### config.mk
export PLATFORM = sky130hd
export DESIGN_NAME = ascii_axis_step_pulser
export DESIGN_NICKNAME = d
export VERILOG_FILES = /design/src/rtl/asp_pkg.sv /design/src/rtl/asp_ctrl.sv /design/src/rtl/ascii_axis_step_pulser.sv
export VERILOG_INCLUDE_DIRS = /design/src /design/src/rtl
export SDC_FILE = /design/constraint.sdc
export NUM_CORES = 1
export LEC_CHECK = 0
export ABC_AREA = 1
export BUFFER_PORTS_ARGS = -buffer_cell sky130_fd_sc_hd__buf_2
export CAP_MARGIN = 10
export CORE_MARGIN = 3
export CORE_UTILIZATION = 50
export DETAILED_ROUTE_END_ITERATION = 10
export GPL_ROUTABILITY_DRIVEN = 1
export GPL_TIMING_DRIVEN = 0
export PLACE_DENSITY_LB_ADDON = 0.3
export SYNTH_ARGS = -nofsm -noshare
export SYNTH_HDL_FRONTEND = slang
export SYNTH_SLANG_ARGS = --single-unit
### constraint.sdc
create_clock -name clk -period 4.1 [get_ports clk]
set_input_delay 0.82 -clock clk [delete_from_list [all_inputs] [get_ports clk]]
set_output_delay 0.82 -clock clk [all_outputs]
set_load 0.02 [all_outputs]
### src/rtl/ascii_axis_step_pulser_assert.svh
// Assertion macros used by the step pulser controller RTL.
// Each macro expects signals named clk and rst_n in the scope where it is used.
`ifndef ASCII_AXIS_STEP_PULSER_ASSERT_SVH
`define ASCII_AXIS_STEP_PULSER_ASSERT_SVH

// Same-cycle implication, checked outside reset.
`define ASP_ASSERT_IMP(lbl, ante, cons, msg) \
    lbl: assert property (@(posedge clk) disable iff (!rst_n) (ante) |-> (cons)) \
        else $error(msg);

// Next-cycle implication, checked outside reset.
`define ASP_ASSERT_NXT(lbl, ante, cons, msg) \
    lbl: assert property (@(posedge clk) disable iff (!rst_n) (ante) |=> (cons)) \
        else $error(msg);

`endif

### src/rtl/asp_pkg.sv
`timescale 1ns / 1ps
`default_nettype none

package asp_pkg;

    // Command characters.
    localparam logic [7:0] CHAR_SLASH = 8'h2F;
    localparam logic [7:0] CHAR_ZERO  = 8'h30;
    localparam logic [7:0] CHAR_T_LO  = 8'h74;
    localparam logic [7:0] CHAR_T_UP  = 8'h54;
    localparam logic [7:0] CHAR_P_LO  = 8'h70;
    localparam logic [7:0] CHAR_P_UP  = 8'h50;
    localparam logic [7:0] CHAR_S_LO  = 8'h73;
    localparam logic [7:0] CHAR_S_UP  = 8'h53;

    // Item kind carried on the cmd field.
    localparam logic ITEM_BYTE = 1'b0;
    localparam logic ITEM_TICK = 1'b1;

    // Controller modes, one-hot.
    typedef enum logic [3:0] {
        MODE_IDLE    = 4'b0001,
        MODE_COLLECT = 4'b0010,
        MODE_HIGH    = 4'b0100,
        MODE_LOW     = 4'b1000
    } mode_t;

    typedef enum logic [1:0] {
        AXIS_SLIDE = 2'd0,
        AXIS_PAN   = 2'd1,
        AXIS_TILT  = 2'd2
    } axis_t;

    typedef struct packed {
        logic  is_axis;
        axis_t axis;
    } cmd_decode_t;

    // Everything in one result except the pulse count.
    typedef struct packed {
        logic       slide_step;
        logic       pan_step;
        logic       tilt_step;
        logic       count_valid;
        logic       bad_command;
        logic [7:0] bad_char;
    } asp_result_t;

    // Classifies a byte handled as a command.
    function automatic cmd_decode_t decode_cmd(input logic [7:0] b);
        cmd_decode_t d;
        d.is_axis = 1'b1;
        d.axis    = AXIS_SLIDE;
        if (b == CHAR_T_LO || b == CHAR_T_UP) begin
            d.axis = AXIS_TILT;
        end else if (b == CHAR_P_LO || b == CHAR_P_UP) begin
            d.axis = AXIS_PAN;
        end else if (b == CHAR_S_LO || b == CHAR_S_UP) begin
            d.axis = AXIS_SLIDE;
        end else begin
            d.is_axis = 1'b0;
        end
        return d;
    endfunction

endpackage

`default_nettype wire

### src/rtl/asp_ctrl.sv
`timescale 1ns / 1ps
`default_nettype none

`include "ascii_axis_step_pulser_assert.svh"

module asp_ctrl
    import asp_pkg::*;
#(
    parameter int VALUE_BITS = 32,
    parameter int COUNT_BITS = 16
) (
    input  wire logic                  clk,
    input  wire logic                  rst_n,
    input  wire logic                  step,
    input  wire logic                  item_cmd,
    input  wire logic [7:0]            item_byte,
    output asp_result_t                res,
    output logic      [COUNT_BITS-1:0] res_count
);

    mode_t                 mode_reg,         mode_next;
    axis_t                 axis_reg,         axis_next;
    logic [VALUE_BITS-1:0] half_period_reg,  half_period_next;
    logic [VALUE_BITS-1:0] tick_counter_reg, tick_counter_next;
    logic [COUNT_BITS-1:0] period_count_reg, period_count_next;
    logic                  stop_pending_reg, stop_pending_next;
    logic [7:0]            held_byte_reg,    held_byte_next;

    cmd_decode_t           rx_dec;
    cmd_decode_t           held_dec;
    logic [VALUE_BITS:0]   tick_inc;
    logic                  half_done;
    logic [VALUE_BITS-1:0] value_acc;
    logic [COUNT_BITS-1:0] period_inc;
    logic                  level;

    assign rx_dec     = decode_cmd(item_byte);
    assign held_dec   = decode_cmd(held_byte_reg);
    assign tick_inc   = {1'b0, tick_counter_reg} + {{VALUE_BITS{1'b0}}, 1'b1};
    assign half_done  = tick_inc >= {1'b0, half_period_reg};
    assign period_inc = period_count_reg + {{(COUNT_BITS-1){1'b0}}, 1'b1};
    // Decimal accumulate: value * 10 + byte - '0', wrapping.
    assign value_acc  = (half_period_reg << 3) + (half_period_reg << 1)
                      + VALUE_BITS'(item_byte) - VALUE_BITS'(CHAR_ZERO);

    // Next state and result for the item in the input register.
    always_comb
    begin
        mode_next         = mode_reg;
        axis_next         = axis_reg;
        half_period_next  = half_period_reg;
        tick_counter_next = tick_counter_reg;
        period_count_next = period_count_reg;
        stop_pending_next = stop_pending_reg;
        held_byte_next    = held_byte_reg;
        res               = '0;
        res_count         = '0;

        case (mode_reg)
            MODE_IDLE:
            begin
                if (item_cmd == ITEM_BYTE) begin
                    if (rx_dec.is_axis) begin
                        axis_next        = rx_dec.axis;
                        mode_next        = MODE_COLLECT;
                        half_period_next = '0;
                    end else begin
                        res.bad_command = 1'b1;
                        res.bad_char    = item_byte;
                    end
                end
            end
            MODE_COLLECT:
            begin
                if (item_cmd == ITEM_BYTE) begin
                    if (item_byte == CHAR_SLASH) begin
                        mode_next         = MODE_HIGH;
                        tick_counter_next = '0;
                        period_count_next = '0;
                        stop_pending_next = 1'b0;
                    end else if (item_byte != 8'd0) begin
                        half_period_next = value_acc;
                    end
                end
            end
            MODE_HIGH, MODE_LOW:
            begin
                if (item_cmd == ITEM_BYTE) begin
                    // Only the first byte of a run is kept.
                    if (!stop_pending_reg) begin
                        stop_pending_next = 1'b1;
                        held_byte_next    = item_byte;
                    end
                end else if (half_done) begin
                    tick_counter_next = '0;
                    if (mode_reg == MODE_HIGH) begin
                        mode_next = MODE_LOW;
                    end else begin
                        period_count_next = period_inc;
                        if (stop_pending_reg) begin
                            // Run ends: report and replay the held byte as a command.
                            res.count_valid   = 1'b1;
                            res_count         = period_inc;
                            stop_pending_next = 1'b0;
                            mode_next         = MODE_IDLE;
                            if (held_dec.is_axis) begin
                                axis_next        = held_dec.axis;
                                mode_next        = MODE_COLLECT;
                                half_period_next = '0;
                            end else begin
                                res.bad_command = 1'b1;
                                res.bad_char    = held_byte_reg;
                            end
                        end else begin
                            mode_next = MODE_HIGH;
                        end
                    end
                end else begin
                    tick_counter_next = tick_inc[VALUE_BITS-1:0];
                end
            end
            default:
            begin
                mode_next = MODE_IDLE;
            end
        endcase

        // Step pin levels after this item.
        level = (mode_next == MODE_HIGH);
        case (axis_next)
            AXIS_SLIDE: res.slide_step = level;
            AXIS_PAN:   res.pan_step   = level;
            AXIS_TILT:  res.tilt_step  = level;
            default:    res.slide_step = 1'b0;
        endcase
    end

    // State registers advance once per processed transaction.
    always_ff @(posedge clk or negedge rst_n)
    begin
        if (!rst_n) begin
            mode_reg         <= MODE_IDLE;
            axis_reg         <= AXIS_SLIDE;
            half_period_reg  <= '0;
            tick_counter_reg <= '0;
            period_count_reg <= '0;
            stop_pending_reg <= 1'b0;
            held_byte_reg    <= '0;
        end else if (step) begin
            mode_reg         <= mode_next;
            axis_reg         <= axis_next;
            half_period_reg  <= half_period_next;
            tick_counter_reg <= tick_counter_next;
            period_count_reg <= period_count_next;
            stop_pending_reg <= stop_pending_next;
            held_byte_reg    <= held_byte_next;
        end
    end

    // At most one axis pin is ever driven.
    `ASP_ASSERT_IMP(a_one_pin, step, $onehot0({res.slide_step, res.pan_step, res.tilt_step}), "more than one step pin high")
    // A count is reported only at the end of a low half, on a tick.
    `ASP_ASSERT_IMP(a_count_src, step && res.count_valid, mode_reg == MODE_LOW && item_cmd == ITEM_TICK, "count reported outside a low half")
    // Ticks leave an idle controller idle.
    `ASP_ASSERT_NXT(a_idle_tick, step && mode_reg == MODE_IDLE && item_cmd == ITEM_TICK, mode_reg == MODE_IDLE, "tick changed idle mode")
    // Once a byte is held, later bytes do not replace it.
    `ASP_ASSERT_NXT(a_held_keep, step && stop_pending_reg && item_cmd == ITEM_BYTE && (mode_reg == MODE_HIGH || mode_reg == MODE_LOW), $stable(held_byte_reg), "held byte overwritten")

endmodule

`default_nettype wire

### src/rtl/ascii_axis_step_pulser.sv
`timescale 1ns / 1ps
`default_nettype none

// Three-axis step pulse generator driven by ASCII commands.
// Input channel (in_valid/in_ready): one transaction is either a received byte
// (cmd = 0, rx_byte) or a one millisecond tick (cmd = 1).
// Output channel (out_valid/out_ready): exactly one transaction per input
// transaction, in order, carrying the three step pin levels, a pulse count
// report flag with the count, and a bad command flag with the rejected byte.
// The input register feeds the command logic, which writes the result register
// when it is empty or being drained; out_valid rises as that register loads.
// Throughput is one transaction per cycle while the receiver does not stall;
// the decimal accumulate (value * 10) and the tick compare are the longest
// paths between the two registers.
// Reset clears the control state: idle, slide axis selected, both channels
// empty. The result register, and so the step pins, is not reset.
// When the receiver stalls, the result register holds and the input register
// keeps one more transaction; in_ready then drops until the output moves.

module ascii_axis_step_pulser
    import asp_pkg::*;
#(
    parameter int VALUE_BITS = 32,
    parameter int COUNT_BITS = 16
) (
    input  wire logic                  clk,
    input  wire logic                  rst_n,
    input  wire logic                  in_valid,
    output logic                       in_ready,
    input  wire logic                  cmd,
    input  wire logic [7:0]            rx_byte,
    output logic                       out_valid,
    input  wire logic                  out_ready,
    output logic                       slide_step,
    output logic                       pan_step,
    output logic                       tilt_step,
    output logic                       count_valid,
    output logic      [COUNT_BITS-1:0] pulse_count,
    output logic                       bad_command,
    output logic      [7:0]            bad_char
);

    logic                  in_valid_reg;
    logic                  cmd_reg;
    logic [7:0]            byte_reg;
    logic                  out_valid_reg;
    asp_result_t           result_reg;
    logic [COUNT_BITS-1:0] count_reg;

    logic                  out_load;
    logic                  step;
    asp_result_t           result_next;
    logic [COUNT_BITS-1:0] count_next;

    // Handshake: the result register loads when empty or being drained.
    assign out_load = !out_valid_reg || out_ready;
    assign step     = in_valid_reg && out_load;
    assign in_ready = !in_valid_reg || out_load;

    // Input register control.
    always_ff @(posedge clk or negedge rst_n)
    begin
        if (!rst_n) begin
            in_valid_reg <= 1'b0;
        end else if (in_ready) begin
            in_valid_reg <= in_valid;
        end
    end

    // Input register payload.
    always_ff @(posedge clk)
    begin
        if (in_valid && in_ready) begin
            cmd_reg  <= cmd;
            byte_reg <= rx_byte;
        end
    end

    asp_ctrl #(
        .VALUE_BITS (VALUE_BITS),
        .COUNT_BITS (COUNT_BITS)
    ) u_ctrl (
        .clk       (clk),
        .rst_n     (rst_n),
        .step      (step),
        .item_cmd  (cmd_reg),
        .item_byte (byte_reg),
        .res       (result_next),
        .res_count (count_next)
    );

    // Result register control.
    always_ff @(posedge clk or negedge rst_n)
    begin
        if (!rst_n) begin
            out_valid_reg <= 1'b0;
        end else if (out_load) begin
            out_valid_reg <= in_valid_reg;
        end
    end

    // Result register payload.
    always_ff @(posedge clk)
    begin
        if (step) begin
            result_reg <= result_next;
            count_reg  <= count_next;
        end
    end

    assign out_valid   = out_valid_reg;
    assign slide_step  = result_reg.slide_step;
    assign pan_step    = result_reg.pan_step;
    assign tilt_step   = result_reg.tilt_step;
    assign count_valid = result_reg.count_valid;
    assign pulse_count = count_reg;
    assign bad_command = result_reg.bad_command;
    assign bad_char    = result_reg.bad_char;

endmodule

`default_nettype wire
==> impl_metrics.csv <==
group,metric,value,unit
run_status,status,"finished clean",
clock_network,root_buffer,"clkbuf_16",
timing,max_slew_margin,0.445,
worst_setup_path,r2r_cells,24,
cells_and_area,fill_cells,1668,
floorplan,dieArea,0.0213,mm2
cells_and_area,fin_util,0.593,
synthesis,synth.distinct_cells,41,
global_route,grt_pass1_vias,8051,
synthesis,ys_seq_area_frac,0.365,
clock_network,clk_latency,0.43,ns
synthesis,async_reset_ff_frac,0.719,
synthesis,ys_seq_elements,135,
synthesis,syn-cell-area,0.00979,mm2
worst_setup_path,startpoint,"u_ctrl.tick_counter_reg[10]",
clock_network,path_clk_slew,0.06,ns
placed_design,dp.cells,1531,
cells_and_area,fin_cells,1579,
worst_setup_path,end_kind,"register",
route,wire_per_inst,14.7,um
timing,fin_ws,0.220,ns
global_route,antenna_found_initial,0,
route,ant_nets,0,
placed_design,pre_cts_ws,-0.483,ns
worst_setup_path,crit_type,"reg2reg",
worst_setup_path,required,4.43,ns
clock_network,ctsHtreeMaxLevel,4,
worst_setup_path,cp-start-kind,"register",
clock_network,ctsHoldBuffers,0,
cells_and_area,area_delta_synth_final,14.9,%
synthesis,synth_mux_area_frac,0,
placed_design,numPortBuffers,43,
synthesis,synthCells,1227,
timing,setup_viol,0,
cells_and_area,drive_above_1_share,0.112,
route,drtIter0Drc,607,
synthesis,syn-num-nets,1362,
global_route,grt_overflow,0,
route,first_pass_iters,5,
timing,min_period,3.88,ns
worst_setup_path,worstPathArrival,4.21,ns
global_route,grt_max_degree,64,
floorplan,initial_core_util,0.516,
placed_design,dpl.hpwl,17300,um
clock_network,cts_inserted_buffers,17,
floorplan,fp-row-count,50,
clock_network,cts_tree,"built",
floorplan,die_h,146,um
timing,fin_skew,0.0120,ns
synthesis,synth_top_family_by_area,"simple AND/OR/NAND/NOR gates",
worst_setup_path,reg2reg_from,"u_ctrl.tick_counter_reg[10]",
synthesis,yosys.area_share.simple,0.200,
global_route,grt_pass1_wl,38000,um
synthesis,synthAdderAreaFrac,0.161,
floorplan,core,0.0190,mm2
worst_setup_path,r2r_slack,0.22,ns
synthesis,yosysWarnings,0,
floorplan,die_width,146,um
cells_and_area,layout.nets,1441,
timing,clock.fmax,0.258,GHz
placed_design,gp_congestion,0.951,
clock_network,cts_sinks,135,
worst_setup_path,critPathCapture,"u_ctrl.tick_counter_reg[13]",
synthesis,synth_edf_count,38,
timing,tightestPinTransition,0.826,ns
global_route,grt_usage,0.216,
flow_run,drv_cap,0,
synthesis,synth_xor_xnor_area_share,0.0555,
timing,fin_setup_tns,0,ns
route,routed_wl,23200,um
worst_setup_path,path_max_fanout,10,
synthesis,synth_flop_cell,"dfrtp_1",
route,vias,8434,
timing,maxSlewViolCount,0,
floorplan,io_pins,44,
worst_setup_path,worstReg2RegEnd,"u_ctrl.tick_counter_reg[13]",
synthesis,synth_compound_area_frac,0.123,
timing,final_hold_viol_count,0,
clock_network,max-clock-path-buffers,2,
timing,period_share,0.946,
synthesis,syn_area_per_cell,7.98,um2
min_path,hold_class,"in2async",
route,viasPerCell,5.34,
cells_and_area,diodes,0,
route,drc,0,
cells in the mapped netlist, types with 17 or more instances:
master	count	share of area
nand4_1	20	0.013
a21oi_1	62	0.032
inv_1	221	0.085
dfrtp_1	96	0.25
o22ai_1	46	0.029
nand2_1	219	0.084
o21ai_0	85	0.043
edfxtp_1	38	0.12
ha_1	116	0.15
xnor2_1	17	0.015
nor2_1	109	0.042
xor2_1	45	0.040
nor3_1	22	0.011
nand3_1	49	0.025
worst min path at each step:
stage	from	endpoint
after floorplan	u_ctrl.mode_reg[0]	u_ctrl.mode_reg[0]
after global placement	u_ctrl.mode_reg[0]	u_ctrl.mode_reg[0]
after detailed placement	u_ctrl.mode_reg[0]	u_ctrl.mode_reg[0]
after CTS	rst_n	u_ctrl.tick_counter_reg[27]
after global routing	rst_n	u_ctrl.tick_counter_reg[24]
final	rst_n	u_ctrl.tick_counter_reg[27]
critical path, stage by stage (launching register included):
cell	delay, ns
dfrtp_1	0.40
inv_1	0.08
nor3_1	0.19
nand4_1	0.22
nor2_2	0.22
nand3_2	0.14
nor3_4	0.25
nand3_1	0.15
xor2_2	0.17
inv_1	0.06
ha_1	0.26
nand2_1	0.08
nor2_1	0.05
nand2_1	0.14
nor2_4	0.07
nand3_2	0.09
nand3_2	0.10
nor2_4	0.17
nand3_4	0.15
nor2_4	0.14
nand2_1	0.13
inv_1	0.14
buf_4	0.21
nand2_1	0.09
o21ai_0	0.10
kinds of logic (layout without fill, tap and decap cells):
family | Yosys count | after routing
buf+inv | 244 | 336
fa+ha+maj | 122 | 122
xor+xnor | 62 | 62
simple gates | 448 | 448
flops | 135 | 135
compound gates | 216 | 216
routing by layer:
metal  vias to the layer above  track usage  wire length (um)
li1                       4216            -                 -
met3                        45       0.0392              1130
met5                         -            0                 0
met2                       255        0.341             10600
met4                         0       0.0774               573
met1                      3918        0.299             10900
through the flow:
step | hold slack [ns] | instance area, um2
final | 0.357 | 11200
after global placement | 0.464 | 10300
after global routing | 0.389 | 11200
after floorplan | 0.448 | 9790
after CTS | 0.361 | 11000
after detailed placement | 0.460 | 10400
what timing repair did:
| item | 4_1_cts | 5_1_grt |
|---|---|---|
| setup buffers | 4 | 12 |
| endpoints found under the hold margin | 0 | 0 |
| pin swaps | 3 | 8 |
| gates resized for setup | 17 | 23 |
| setup endpoints to repair | 115 | 110 |
| gates cloned | 0 | 0 |
final cells by class:
type | count | area [um2] | share of cell area
Multi-Input combinational cell | 848 | 5440 | 0.484
Sequential cell | 135 | 3570 | 0.317
Inverter | 224 | 841 | 0.0748
Clock buffer | 17 | 425 | 0.0378
Timing Repair Buffer | 60 | 365 | 0.0325
Tap cell | 260 | 325 | 0.0289
Clock inverter | 15 | 155 | 0.0138
Buffer | 20 | 123 | 0.0109
cell usage in the layout (no fill, tap or decap), types with 4 or more instances in the layout:
cell	count
buf_4	20
a21oi_1	62
buf_2	47
nand2_1	217
xor2_1	42
nand3_1	45
nand3_2	5
nand4_1	20
clkbuf_16	17
inv_1	221
fa_1	6
ha_1	114
nor2_1	103
o21ai_0	85
clkbuf_1	5
nor3_1	20
nor2_4	5
inv_6	6
xnor2_1	17
dfrtp_1	95
nor3_4	5
inv_8	4
nor4_1	9
o21a_1	8
edfxtp_1	38
o211ai_1	4
o22ai_1	46
Power is left out: the tool's default activity adds up to more than one toggle a clock period on the data nets, which glitch-free logic cannot reach.
